### src/hw/rtl/ptp_pi_clock_servo_unit_assert.svh
// Assertion macros for the clock servo unit.
`ifndef PTP_PI_CLOCK_SERVO_UNIT_ASSERT_SVH
`define PTP_PI_CLOCK_SERVO_UNIT_ASSERT_SVH

// same-cycle implication, checked while out of reset
`define PTPSV_ASSERT_IMPL(lbl, clk, rst_n, ante, cons) \
  lbl: assert property (@(posedge clk) disable iff (!rst_n) (ante) |-> (cons)) \
    else $error("servo assertion failed");

// next-cycle implication, checked while out of reset
`define PTPSV_ASSERT_NEXT(lbl, clk, rst_n, ante, cons) \
  lbl: assert property (@(posedge clk) disable iff (!rst_n) (ante) |=> (cons)) \
    else $error("servo assertion failed");

`endif

### src/hw/rtl/ptpsv_pkg.sv
`timescale 1ns / 1ps

package ptpsv_pkg;

  localparam logic [7:0]  MIN_FRAME_LEN  = 8'd44;
  localparam logic [47:0] MIN_VALID_SECS = 48'd1000000000;
  localparam logic [3:0]  MSG_SYNC       = 4'h0;
  localparam logic [3:0]  MSG_FOLLOW_UP  = 4'h8;
  localparam logic        OP_RESYNC      = 1'b1;

  localparam logic [19:0] US_PER_S  = 20'd1000000;
  localparam logic [9:0]  NS_PER_US = 10'd1000;
  // floor(ns / 1000) == (ns * DIV_MAGIC) >> DIV_SHIFT for every 32-bit ns
  localparam logic [28:0] DIV_MAGIC = 29'd274877907;
  localparam int          DIV_SHIFT = 38;

  // 2^64 = WRAP_Q * 10^6 + WRAP_R; only the low 32 bits of WRAP_Q are needed
  localparam logic [31:0] WRAP_Q_LO    = 32'd4154504685;
  localparam logic [23:0] WRAP_R       = 24'd551616;
  // 9 * 10^6 bias keeps the residue positive for up to 15 wraps
  localparam logic [23:0] V_BIAS       = 24'd9000000;
  localparam logic [31:0] Q_BIAS       = 32'd9;
  localparam int          V_DIGITS_MAX = 13;

  typedef enum logic [2:0] {
    CFG_PROP_GAIN = 3'd0,
    CFG_INT_GAIN  = 3'd1,
    CFG_MAX_ADJ   = 3'd2,
    CFG_INT_LIMIT = 3'd3,
    CFG_STEP_THR  = 3'd4
  } cfg_idx_e;

  typedef enum logic [1:0] {
    ACT_NONE = 2'd0,
    ACT_SET  = 2'd1,
    ACT_ADJ  = 2'd2
  } action_e;

  typedef struct packed {
    logic [13:0] prop_gain;
    logic [13:0] int_gain;
    logic [26:0] max_adj;
    logic [29:0] int_limit;
    logic [39:0] step_thr;
  } cfg_t;

  typedef struct packed {
    logic    ld_in;
    logic    mul;
    logic    mst;
    logic    offs;
    logic    dec;
    logic    div_init;
    logic    div_step;
    logic    sat;
    logic    mult;
    logic    sum;
    logic    clamp;
    logic    load_out;
    action_e act;
  } cmd_t;

  typedef struct packed {
    logic resync;
    logic qual;
    logic hard;
  } status_t;

  typedef struct packed {
    action_e     action;
    logic [31:0] set_seconds;
    logic [29:0] set_nanoseconds;
    logic [27:0] freq_adjust_ppb;
    logic [63:0] offset_us;
    logic [63:0] jitter_us;
    logic        synchronized;
  } res_t;

endpackage

### src/hw/rtl/ptpsv_cfg_regs.sv
`timescale 1ns / 1ps

module ptpsv_cfg_regs (
  input  logic                clk_i,
  input  logic                rst_ni,
  input  logic                cfg_valid_i,
  output logic                cfg_ready_o,
  input  logic [2:0]          cfg_index_i,
  input  logic [39:0]         cfg_data_i,
  output ptpsv_pkg::cfg_t     cfg_o
);

  ptpsv_pkg::cfg_t cfg_q;

  assign cfg_ready_o = 1'b1;
  assign cfg_o       = cfg_q;

  always_ff @(posedge clk_i or negedge rst_ni) begin
    if (!rst_ni) begin
      cfg_q.prop_gain <= 14'd100;
      cfg_q.int_gain  <= 14'd10;
      cfg_q.max_adj   <= 27'd1000000;
      cfg_q.int_limit <= 30'd1000000;
      cfg_q.step_thr  <= 40'd1000000;
    end else if (cfg_valid_i) begin
      case (cfg_index_i)
        ptpsv_pkg::CFG_PROP_GAIN: cfg_q.prop_gain <= cfg_data_i[13:0];
        ptpsv_pkg::CFG_INT_GAIN:  cfg_q.int_gain  <= cfg_data_i[13:0];
        ptpsv_pkg::CFG_MAX_ADJ:   cfg_q.max_adj   <= cfg_data_i[26:0];
        ptpsv_pkg::CFG_INT_LIMIT: cfg_q.int_limit <= cfg_data_i[29:0];
        ptpsv_pkg::CFG_STEP_THR:  cfg_q.step_thr  <= cfg_data_i[39:0];
        default: ;
      endcase
    end
  end

endmodule

### config.mk
export PLATFORM = sky130hd
export DESIGN_NAME = ptpsv_cfg_regs
export DESIGN_NICKNAME = d
export VERILOG_FILES = /design/src/hw/rtl/ptp_pi_clock_servo_unit_assert.svh /design/src/hw/rtl/ptpsv_pkg.sv /design/src/hw/rtl/ptpsv_cfg_regs.sv
export SDC_FILE = /design/constraint.sdc
export NUM_CORES = 1
export LEC_CHECK = 0
export BUFFER_PORTS_ARGS = -buffer_cell sky130_fd_sc_hd__buf_2
export CAP_MARGIN = 20
export CORE_ASPECT_RATIO = 1.75
export CORE_MARGIN = 2
export CORE_UTILIZATION = 50
export CTS_BUF_LIST = sky130_fd_sc_hd__clkbuf_8 sky130_fd_sc_hd__clkbuf_16
export DETAILED_ROUTE_END_ITERATION = 10
export HOLD_SLACK_MARGIN = 0.06
export PLACE_DENSITY = 0.8
export SYNTH_ARGS = -nofsm -noshare
export SYNTH_HDL_FRONTEND = slang
export SYNTH_SLANG_ARGS = --single-unit
### constraint.sdc
create_clock -name clk_i -period 2.4 [get_ports clk_i]
set_clock_uncertainty 0.15 [all_clocks]
set_input_delay 0.24 -clock clk_i [delete_from_list [all_inputs] [get_ports clk_i]]
set_output_delay 0.24 -clock clk_i [all_outputs]
set_load 0.1 [all_outputs]
# Word level (Yosys, flattened, before mapping)
# Cells that the tools add are included.
# Widths: inputs -> output; s select.
# word_totals
reg_bits,125
latch_bits,0
ram_bits,0
mem_bits_ro,0
inputBits,46
out_inout_bits,126
elab_cells,15
mem_count,0
# op_classes
add_sub_neg,0
mul,0
div,0
order_cmp,0
eq_ne,4
shifts,0
n_mux,0
n_bitwise,0
n_reduce_logical,6
# op_table
operator,count
$reduce_and 2->1,5
$eq 3x2->1 const B,2
$eq 3x1->1 const B,1
$eq 3x3->1 const B,1
$logic_not 3->1,1

# Logic depth before layout (Yosys ltp)
# depth
depth_word,2
ltp_mapped,4
mapped_depth_nobuf,2

# Worst setup path after synthesis
# Ideal clock, no wire load.
# synth_path
path_kind,register -> register
from,"register, netlist name cfg_o[3]"
to,"register cfg_q, in the netlist cfg_o[3]"
setup_ns,0.128
t_arrival_ns,1.152
required_time_ns,2.122
slack_ns,0.970
stages_incl_launch_ff,2
path_buffers,0
period_less_slack_ns,1.430
cell_sequence,dfrtp_1 > mux2_1
# synth_rtl
element,line_no,text
"end, declared",ptpsv_cfg_regs.sv:13,ptpsv_pkg::cfg_t cfg_q;

# Final worst setup path
# layout_path
from,"register cfg_q, in the netlist cfg_o[18]"
to,output port cfg_o[18] (netlist name)
# layout_rtl
element,line_no,text
"end, declared",ptpsv_cfg_regs.sv:10,output ptpsv_pkg::cfg_t cfg_o
# No word-level cell between the ends.

==> key figures <==
Final layout
  • Sequential cell area: roughly 3200 um^2
  • Final instance area: 6810 um^2
  • Commonest non-fill, non-tap cells in the layout: 169 x buf_2, 102 x mux2_2, 99 x dfrtp_1
  • ANT cells: 0
  • Filler cells: 613
  • Commonest non-fill, non-tap cell in the layout: buf_2
  • Area of the multi-input gates: ~1600 um^2
  • P&R area growth vs syn: 39.7%
  • Max reg flops: about 130
  • Nets: between 500 and 600
  • Share of cells above drive strength 1: between 70% and 80%

Worst setup path
  • WP data required: around 2000 ps
  • Worst R2R End: cfg_o[8]$_DFFE_PN0P_
  • Top Family by Delay on Critical Path: flip-flops
  • Critical path launch point: cfg_o[18]$_DFFE_PN1P_
  • Crit end category: output port
  • Crit-path max cell delay: 540 ps
  • Crit path cell chain: buf_2
  • Crit start category: register
  • Crit-path slowest cell: dfstp_2
  • Setup CP Type: reg2out
  • Arrival time worst endpoint: ~1400 ps
  • Buffers & Inverters on Critical Path: 1
  • Worst Setup EP: cfg_o[18]
  • Critical path depth: 1
  • Reg2Reg Depth: 1
  • R2r startpoint: cfg_o[8]$_DFFE_PN0P_
  • Crit Path Max Fanout: 2
  • Flop2flop setup slack: 1450 ps

STA
  • Fin crit share: between 70% and 80%
  • Least-Margin Pin Slew: 633 ps
  • Max-slew headroom: 57.8%
  • Setup Viol. Count Final: 0
  • Unrepaired setup endpoints after global routing: no
  • Sum Neg Setup Slack: 0 ps
  • Count of final max-slew check failures: 0
  • Min Tclk post-route: 1760 ps
  • Max Freq: around 0.57 GHz
  • Hold_ws: roughly 250 ps
  • Hold Violations, Final: 0

Placement
  • I/O Buffers: 170
  • Detail Placement HPWL: ~7400 um
  • Cell Area, Placed: between 5000 and 6000 um^2
  • RD Place Congestion: 0.713

Die
  • Die H: 135 um
  • I/O Pins: 172
  • Starting density of the core: around 51%
  • Core Region: between 9000 and 10000 um^2
  • Die X: 78.6 um
  • Die area: 10600 um^2
  • FP Rows: 47

Clock network
  • # H-tree levels: 4
  • Clock Latency Late Sink: 400 ps
  • Setup bufs post-CTS: 0
  • # clock sinks: between 100 and 150
  • CTS Buf Count: 17
  • CTS clock-pin slew for the worst setup and hold paths: about 50 ps
  • Cts-stage hold buffer count: between 40 and 50
  • Post-cts resize count: 0
  • CTS tree: yes
  • Clock root buffer: clkbuf_16
  • CTS max path bufs: 2

Power
  • Cell area power density: about 1500 nW/um^2
  • Max VDD drop: between 900 and 1000 uV
  • Leakage: 0.00324 uW

Yosys
  • Mapped cell area: 4870 um^2
  • Seq/Total Area, Yosys: around two thirds
  • Post-synth top flop: dfrtp_1
  • Avg Inst Size Synth: ~18 um^2
  • Post-synth top area cell: dfrtp_1
  • Syn nets: 316
  • Yosys warnings: 0
  • Distinct cells, synth: 16
  • Post-synthesis cell count: 270
  • Area share of the largest cell type after synthesis: a little over 50%
  • Post-synth EDFFs: 0
  • Async SR Flop Fraction: between 90% and 100%
  • Synthesized flop and latch total: about 130
  • Synth top area cells: dfrtp_1 51%, mux2_2 24%, dfstp_2 14%

Worst hold path
  • Hold WC Path Type: in2async

Routing
  • 1st-pass router iterations: 4
  • Wire length per cell: 18.4 um
  • Vias per cell: about 5
  • Post-route ant nets: 0
  • DRC errors left: 0
  • DRT Wirelength: between 10000 and 15000 um
  • Starting DRC count in detailed routing: 79
  • Routed vias: 3140

Run status
  • Status: completed

Global routing
  • First-pass GRT wire length: about 19000 um
  • Grt total ovfl: 0
  • Largest net degree at the start of global routing: 57
  • Vias in the first global route: 3510
  • Initial antenna violation count: 0
  • Total GRT Usage: 23.4%

Flow run
  • Max cap viols: 0
## layout make-up
type	count	area share, %
sequential	125	46.4
clock buffer	19	6.65
multi-input combinational	131	23.3
tap	122	2.24
timing repair buffer	218	19.9
clock inverter	13	1.51
## report_power, final
part | total [uW] | switching (uW) | leakage, uW | internal, uW
Combinational | 4750 | 3970 | 0.00152 | 779
Sequential | 2890 | 244 | 0.00146 | 2650
Clock | 2330 | 874 | 0.000265 | 1460
## logic make-up (layout without fill, tap and decap cells)
| family | Yosys count | in the layout | share of synthesized area (%) |
|---|---|---|---|
| buffers and inverters | 14 | 250 | 3.08 |
| muxes | 125 | 125 | 30.4 |
| other | 1 | 1 | 0.0770 |
| and+or+nand+nor | 5 | 5 | 1.54 |
| DFF | 125 | 125 | 64.9 |
## metal layers
metal / up-vias / GRT usage (%) / wire, um
met5: - / 0 / 0
met2: 104 / 42.1 / 6540
met1: 1602 / 25.6 / 4170
li1: 1412 / - / -
met4: 0 / 10.3 / 288
met3: 22 / 6.02 / 538
## cell usage after synthesis, types with 2 or more instances
cell	number
buf_12	2
buf_2	4
buf_6	6
dfrtp_1	99
dfstp_2	26
mux2_1	3
mux2_2	102
mux2_4	20
## worst min path at each step
stage                              to  slack [ps]  depth (start not counted)
6_report       cfg_o[103]$_DFFE_PN0P_         250                          2
4_1_cts         cfg_o[75]$_DFFE_PN0P_         270                          2
3_3_place_gp    cfg_o[47]$_DFFE_PN0P_         140                          1
3_5_place_dp   cfg_o[103]$_DFFE_PN0P_         150                          1
2_1_floorplan    cfg_o[0]$_DFFE_PN0P_        -210                          0
5_1_grt        cfg_o[118]$_DFFE_PN0P_         320                          2
## stage by stage
| stage | worst slack, ps | util [%] | cells | power [uW] |
|---|---|---|---|---|
| 2_1_floorplan | 970 | - | 270 | 6880 |
| 4_1_cts | 622 | 71.9 | 628 | 10000 |
| 3_5_place_dp | 542 | 61.7 | 555 | 7620 |
| 3_3_place_gp | 570 | 61.7 | 555 | 7550 |
| 6_report | 644 | 71.9 | 628 | 9970 |
| 5_1_grt | 615 | 71.9 | 628 | 10300 |
(Power assumes the default switching activity.)
