File: src/hw/rtl/ptp_pi_clock_servo_unit_assert.svh
// Assertion macros for the clock servo unit.
`ifndef PTP_PI_CLOCK_SERVO_UNIT_ASSERT_SVH
`define PTP_PI_CLOCK_SERVO_UNIT_ASSERT_SVH

// same-cycle implication, checked while out of reset
`define PTPSV_ASSERT_IMPL(lbl, clk, rst_n, ante, cons) \
  lbl: assert property (@(posedge clk) disable iff (!rst_n) (ante) |-> (cons)) \
    else $error("servo assertion failed");

// next-cycle implication, checked while out of reset
`define PTPSV_ASSERT_NEXT(lbl, clk, rst_n, ante, cons) \
  lbl: assert property (@(posedge clk) disable iff (!rst_n) (ante) |=> (cons)) \
    else $error("servo assertion failed");

`endif

File: src/hw/rtl/ptpsv_pkg.sv
`timescale 1ns / 1ps

package ptpsv_pkg;

  localparam logic [7:0]  MIN_FRAME_LEN  = 8'd44;
  localparam logic [47:0] MIN_VALID_SECS = 48'd1000000000;
  localparam logic [3:0]  MSG_SYNC       = 4'h0;
  localparam logic [3:0]  MSG_FOLLOW_UP  = 4'h8;
  localparam logic        OP_RESYNC      = 1'b1;

  localparam logic [19:0] US_PER_S  = 20'd1000000;
  localparam logic [9:0]  NS_PER_US = 10'd1000;
  // floor(ns / 1000) == (ns * DIV_MAGIC) >> DIV_SHIFT for every 32-bit ns
  localparam logic [28:0] DIV_MAGIC = 29'd274877907;
  localparam int          DIV_SHIFT = 38;

  // 2^64 = WRAP_Q * 10^6 + WRAP_R; only the low 32 bits of WRAP_Q are needed
  localparam logic [31:0] WRAP_Q_LO    = 32'd4154504685;
  localparam logic [23:0] WRAP_R       = 24'd551616;
  // 9 * 10^6 bias keeps the residue positive for up to 15 wraps
  localparam logic [23:0] V_BIAS       = 24'd9000000;
  localparam logic [31:0] Q_BIAS       = 32'd9;
  localparam int          V_DIGITS_MAX = 13;

  typedef enum logic [2:0] {
    CFG_PROP_GAIN = 3'd0,
    CFG_INT_GAIN  = 3'd1,
    CFG_MAX_ADJ   = 3'd2,
    CFG_INT_LIMIT = 3'd3,
    CFG_STEP_THR  = 3'd4
  } cfg_idx_e;

  typedef enum logic [1:0] {
    ACT_NONE = 2'd0,
    ACT_SET  = 2'd1,
    ACT_ADJ  = 2'd2
  } action_e;

  typedef struct packed {
    logic [13:0] prop_gain;
    logic [13:0] int_gain;
    logic [26:0] max_adj;
    logic [29:0] int_limit;
    logic [39:0] step_thr;
  } cfg_t;

  typedef struct packed {
    logic    ld_in;
    logic    mul;
    logic    mst;
    logic    offs;
    logic    dec;
    logic    div_init;
    logic    div_step;
    logic    sat;
    logic    mult;
    logic    sum;
    logic    clamp;
    logic    load_out;
    action_e act;
  } cmd_t;

  typedef struct packed {
    logic resync;
    logic qual;
    logic hard;
  } status_t;

  typedef struct packed {
    action_e     action;
    logic [31:0] set_seconds;
    logic [29:0] set_nanoseconds;
    logic [27:0] freq_adjust_ppb;
    logic [63:0] offset_us;
    logic [63:0] jitter_us;
    logic        synchronized;
  } res_t;

endpackage

File: src/hw/rtl/ptpsv_ctrl.sv
`timescale 1ns / 1ps

module ptpsv_ctrl (
  input  logic               clk_i,
  input  logic               rst_ni,
  input  logic               in_valid_i,
  output logic               in_ready_o,
  output logic               out_valid_o,
  input  logic               out_ready_i,
  input  ptpsv_pkg::status_t status_i,
  output ptpsv_pkg::cmd_t    cmd_o
);

  typedef enum logic [11:0] {
    S_IDLE  = 12'b0000_0000_0001,
    S_MUL   = 12'b0000_0000_0010,
    S_MST   = 12'b0000_0000_0100,
    S_OFFS  = 12'b0000_0000_1000,
    S_DEC   = 12'b0000_0001_0000,
    S_CMP   = 12'b0000_0010_0000,
    S_DIV   = 12'b0000_0100_0000,
    S_SAT   = 12'b0000_1000_0000,
    S_MULT  = 12'b0001_0000_0000,
    S_SUM   = 12'b0010_0000_0000,
    S_CLAMP = 12'b0100_0000_0000,
    S_DONE  = 12'b1000_0000_0000
  } state_e;

  state_e                          state_q, state_d;
  ptpsv_pkg::action_e              act_q, act_d;
  logic                            out_valid_q, out_valid_d;
  logic                            out_free;

  assign out_free    = !out_valid_q || out_ready_i;
  assign in_ready_o  = (state_q == S_IDLE);
  assign out_valid_o = out_valid_q;

  always_comb begin
    state_d = state_q;
    act_d   = act_q;
    cmd_o   = '0;
    cmd_o.act = act_q;
    case (state_q)
      S_IDLE: begin
        if (in_valid_i) begin
          cmd_o.ld_in = 1'b1;
          state_d     = S_MUL;
        end
      end
      S_MUL: begin
        cmd_o.mul = 1'b1;
        if (status_i.resync || !status_i.qual) begin
          act_d   = ptpsv_pkg::ACT_NONE;
          state_d = S_DONE;
        end else begin
          state_d = S_MST;
        end
      end
      S_MST: begin
        cmd_o.mst = 1'b1;
        state_d   = S_OFFS;
      end
      S_OFFS: begin
        cmd_o.offs = 1'b1;
        state_d    = S_DEC;
      end
      S_DEC: begin
        cmd_o.dec = 1'b1;
        state_d   = S_CMP;
      end
      S_CMP: begin
        if (status_i.hard) begin
          cmd_o.div_init = 1'b1;
          act_d          = ptpsv_pkg::ACT_SET;
          state_d        = S_DIV;
        end else begin
          act_d   = ptpsv_pkg::ACT_ADJ;
          state_d = S_SAT;
        end
      end
      S_DIV: begin
        cmd_o.div_step = 1'b1;
        state_d        = S_DONE;
      end
      S_SAT: begin
        cmd_o.sat = 1'b1;
        state_d   = S_MULT;
      end
      S_MULT: begin
        cmd_o.mult = 1'b1;
        state_d    = S_SUM;
      end
      S_SUM: begin
        cmd_o.sum = 1'b1;
        state_d   = S_CLAMP;
      end
      S_CLAMP: begin
        cmd_o.clamp = 1'b1;
        state_d     = S_DONE;
      end
      S_DONE: begin
        if (out_free) begin
          cmd_o.load_out = 1'b1;
          state_d        = S_IDLE;
        end
      end
      default: begin
        state_d = S_IDLE;
      end
    endcase
  end

  always_comb begin
    out_valid_d = out_valid_q;
    if (cmd_o.load_out) begin
      out_valid_d = 1'b1;
    end else if (out_ready_i) begin
      out_valid_d = 1'b0;
    end
  end

  always_ff @(posedge clk_i or negedge rst_ni) begin
    if (!rst_ni) begin
      state_q     <= S_IDLE;
      act_q       <= ptpsv_pkg::ACT_NONE;
      out_valid_q <= 1'b0;
    end else begin
      state_q     <= state_d;
      act_q       <= act_d;
      out_valid_q <= out_valid_d;
    end
  end

endmodule

File: config.mk
export PLATFORM = sky130hd
export DESIGN_NAME = ptpsv_ctrl
export DESIGN_NICKNAME = d
export VERILOG_FILES = /design/src/hw/rtl/ptp_pi_clock_servo_unit_assert.svh /design/src/hw/rtl/ptpsv_pkg.sv /design/src/hw/rtl/ptpsv_ctrl.sv
export SDC_FILE = /design/constraint.sdc
export NUM_CORES = 1
export LEC_CHECK = 0
export ABC_AREA = 0
export BUFFER_PORTS_ARGS = -buffer_cell sky130_fd_sc_hd__buf_2
export CORE_UTILIZATION = 45
export CTS_BUF_LIST = sky130_fd_sc_hd__clkbuf_16
export CTS_CLUSTER_SIZE = 8
export DETAILED_ROUTE_END_ITERATION = 10
export HOLD_SLACK_MARGIN = 0.03
export PLACE_DENSITY = 0.84
export SYNTH_ARGS = -nofsm -noshare
export SYNTH_HDL_FRONTEND = slang
export SYNTH_SLANG_ARGS = --single-unit
File: constraint.sdc
create_clock -name clk_i -period 2.25 [get_ports clk_i]
set_input_delay 0.225 -clock clk_i [delete_from_list [all_inputs] [get_ports clk_i]]
set_output_delay 0.225 -clock clk_i [all_outputs]
set_load 0.02 [all_outputs]
# After elaboration in Yosys (flattened, before gate mapping)
# Index checks and enable logic that the tools add are counted.
# classes
n_mux	25
n_eq_ne	15
reduce_logical	9
# ops
op	count
case mux 12 bit (11 select lines)	1
2-to-1 mux 12 bit	3
2-to-1 mux 1 bit	17
equality test 12 x 1 -> 1 bit (second input constant)	1
equality test 12 x 10 -> 1 bit (second input constant)	1
equality test 12 x 11 -> 1 bit (second input constant)	1
equality test 12 bit (second input constant)	1
equality test 12 x 2 -> 1 bit (second input constant)	1
equality test 12 x 3 -> 1 bit (second input constant)	1
equality test 12 x 4 -> 1 bit (second input constant)	1
equality test 12 x 5 -> 1 bit (second input constant)	1
equality test 12 x 6 -> 1 bit (second input constant)	1
equality test 12 x 7 -> 1 bit (second input constant)	1
equality test 12 x 8 -> 1 bit (second input constant)	1
equality test 12 x 9 -> 1 bit (second input constant)	1
2-to-1 mux 8 bit	1
!= test 2 bit (second input constant)	3
2-to-1 mux 2 bit	2
case mux 2 bit (2 select lines)	1
AND reduction 2 bit	2
nonzero test 2 bit	2
logical NOT 1 bit	2
logical OR 1 bit	2
OR reduction 2 bit	1
# word_totals
regBits	15
word_cells	52
output_inout_bits	16
in_bits	7

# Logic depth before layout (Yosys ltp)
# logic_depth
word_depth	5
depth_mapped	6
mapped_depth_nobuf	4

# Worst setup path after synthesis
# No wires, ideal clock.
# synth_path
path_kind	register to output
start	reg state_q[2]
end	out cmd_o[3] in the netlist's numbering
arrival_ns	2.120
t_required_ns	2.025
path_stages_with_launch	5
n_path_buf	1
slack_ns	-0.095
path_cell_list	dfrtp_1 -> buf_6 -> or4_4 -> or3_1 -> nor4b_1
# synth_lines
element	line_no	text
start, declared	ptpsv_ctrl.sv:29	state_e state_q, state_d;
start signal, assigned	ptpsv_ctrl.sv:128	state_q <= state_d;
end, declared	ptpsv_ctrl.sv:11	output ptpsv_pkg::cmd_t cmd_o

==> run summary <==
Post-synthesis to final-layout area growth: 46.03%
Share of the yosys chip area belonging to registers: 0.4426
CP delay by family, top: simple AND/OR/NAND/NOR gates
DRC: 0
Syn nets: 98
Share of post-route cells with drive strength above 1: 0.4683
Post-Syn Instances: 91
Post-layout worst setup margin: -185.3 ps
Via density: 5.411
Minimum clock period: 2435 ps
Warnings, synthesis: 0
CP peak stage delay: 550 ps
Worst slew margin: 0.7423
Power share of the clock group: 0.298
Iteration-0 DRC Markers: 23
Outcome: complete, but fails checks
Slowest CP cell: or4_4
Via Count: 817
Initial antenna violation count: 0
H-tree Lvls: 1
P_leak: 0.6021 nW
Max VDD drop: 0.6236 mV
Post-synthesis cell type count: 34
Drt total wl: 2222 um
Clock Latency Late Sink: 240 ps
Synthesized flop and latch total: 15
Post-synth top flop: dfrtp_1
Cell area power density: 907.2 mW/mm^2
Most frequent cells in the layout: 18 x buf_4, 17 x buf_2, 13 x dfrtp_1
Final core occ: 0.7118
Worst-path fanout max: 3
TritonCTS clock tree: yes
Worst setup EP type: primary output
# rows: 15
Final nets: 134
Logic pwr share: 0.389
Sw power: 0.0003655 W
Root buffer cell: clkbuf_16
# diodes: 0
Leading cell type in the layout, fill and taps excluded: buf_4
Slew Viols, Final: 0
Chip Width: 45.48 um
WP buf/inv: 1
Cell area after synthesis: 850.8 um^2
Setup violations, final: 4
CP Cell Sequence: or4_4 > or3_4 > or4_4 > nor2_4 > buf_6
Clock Path Buffers: 2
DP HPWL: 1504 um
Initial DRT Pass Iterations: 4
Sw frac: 0.3242
Max Cap Viol: 0
Final Wtd Congestion: 0.8409
Crit share post-route: 1.082
CTS Buf Count: 3
Global Route Usage Sum: 0.2325
Remaining antenna violation count after routing: 0
Data arrival, critical path: 2210 ps
First-pass GRT wire length: 3298 um
Clock transition at path regs: 50 ps
Failing checks: setup timing
Total gr overflow: 0
Post-synth EDFFs: 0
Die height: 45.48 um
Number of global-route vias before repair: 727
Setup TNS Final: -239.1 ps
Syn avg cell area: 9.350 um^2
WL/cell: 14.72 um
Final Power: 0.001127 W
Largest net degree at the start of global routing: 16
Die area: 0.002068 mm^2
Final hold viol count: 0
Clock Sinks: 15
Startpoint Class: flop
Critical path class: reg -> out
Port-buffer cells: 22
Filler cells: 127
Asr flop ratio synth: 1.000
Num ports: 23
Initial Utilization: 0.4875
Cell-internal power: 0.0007617 W
Fmax achieved: 0.4106 GHz
Clock skew: 2.469 ps
Least-Margin Pin Slew: 383.3 ps
Sequential share of power: 0.313
HP Class: in -> reg
Core Region: 0.001745 mm^2
RSZ-0062 raised after global routing: true
CP most frequent cell: or4_4
Worst path required time: 2030 ps
==> state kept, by name (all words and copies together), names as in the netlist <==
| register | flops |
|---|---|
| state_q | 12 |
| out_valid_o | 1 |
| act_q | 2 |
==> final timing paths <==
kind                              from          to  slack [ps]  cells after the start
hold reg to reg               act_q[1]    act_q[1]         520                      2
setup / recovery            state_q[2]    cmd_o[2]        -190                      5
setup reg to reg            state_q[5]    act_q[1]         240                      4
max in group asynchronous       rst_ni  state_q[0]        1530                      2
hold / removal             status_i[0]  state_q[7]         170                      2
min in group asynchronous       rst_ni  state_q[5]         420                      2
==> synth_stat cells (2+ instances only) <==
cell type	count	share of area
o22ai_1	2	0.015
nand2_1	4	0.018
or4_1	6	0.053
nor3_1	2	0.012
clkbuf_1	2	0.0088
buf_4	2	0.018
nand3b_1	2	0.018
buf_2	2	0.012
nor2b_1	3	0.022
inv_1	5	0.022
and2_1	2	0.015
nand2b_1	4	0.029
nor4b_1	3	0.031
nor2_1	9	0.040
nor3b_1	3	0.026
dfrtp_1	14	0.41
nor4_1	8	0.059
a21oi_1	2	0.012
==> per-stage QoR <==
| stage | worst slack (ps) | hold slack, ps | instance area, um^2 | instances |
|---|---|---|---|---|
| floorplan | -84.71 | -70.59 | 857.1 | 91 |
| global placement | 125.7 | 141.1 | 1030 | 141 |
| detailed placement | 51.74 | 143.0 | 1030 | 141 |
| CTS | -163.9 | 166.3 | 1161 | 148 |
| global route | -239.9 | 167.9 | 1242 | 151 |
| finish | -185.3 | 167.8 | 1242 | 151 |
==> power groups by stage <==
stage | sequential, W | clock [W] | combinational [W]
finish | 0.000352 | 0.000336 | 0.000439
global placement | 0.000347 | 0 | 0.000345
floorplan | 0.000371 | 0 | 0.000216
detailed placement | 0.000348 | 0 | 0.000353
global route | 0.000356 | 0.000354 | 0.000473
CTS | 0.000345 | 0.000345 | 0.000372
==> cell type report <==
class | count | area, um^2 | share of cell area
Multi-Input combinational cell | 64 | 483.0 | 0.3887
Clock inverter | 1 | 3.754 | 0.003021
Clock buffer | 3 | 75.07 | 0.06042
Sequential cell | 15 | 377.9 | 0.3041
Tap cell | 25 | 31.28 | 0.02518
Inverter | 5 | 18.77 | 0.01511
Timing Repair Buffer | 38 | 252.7 | 0.2034
==> logic make-up after synthesis <==
group,after synthesis,synth area share
AO/OA/AOI/OAI,8,0.06325
XOR/XNOR,2,0.02059
buffers and inverters,12,0.07353
flip-flops,15,0.4427
multiplexers,1,0.01177
AND/OR/NAND/NOR,53,0.3882
==> routing by layer <==
layer,wire (um),up-vias,GRT usage
li1,-,401,-
met2,1153,30,0.3771
met4,19,0,0.1212
met5,0,-,0
met3,100,4,0.05952
met1,948,382,0.2814
==> what timing repair did <==
| item | 4_1_cts | 5_1_grt |
|---|---|---|
| endpoints found under the hold margin | 14 | 0 |
| endpoints found under the setup margin | 5 | 8 |
| pin swaps | 2 | 3 |
| buffers inserted | 2 | 3 |
| hold buffers | 1 | 0 |
| resized for setup | 8 | 14 |
Note: power is estimated with default switching activity, not from simulation.
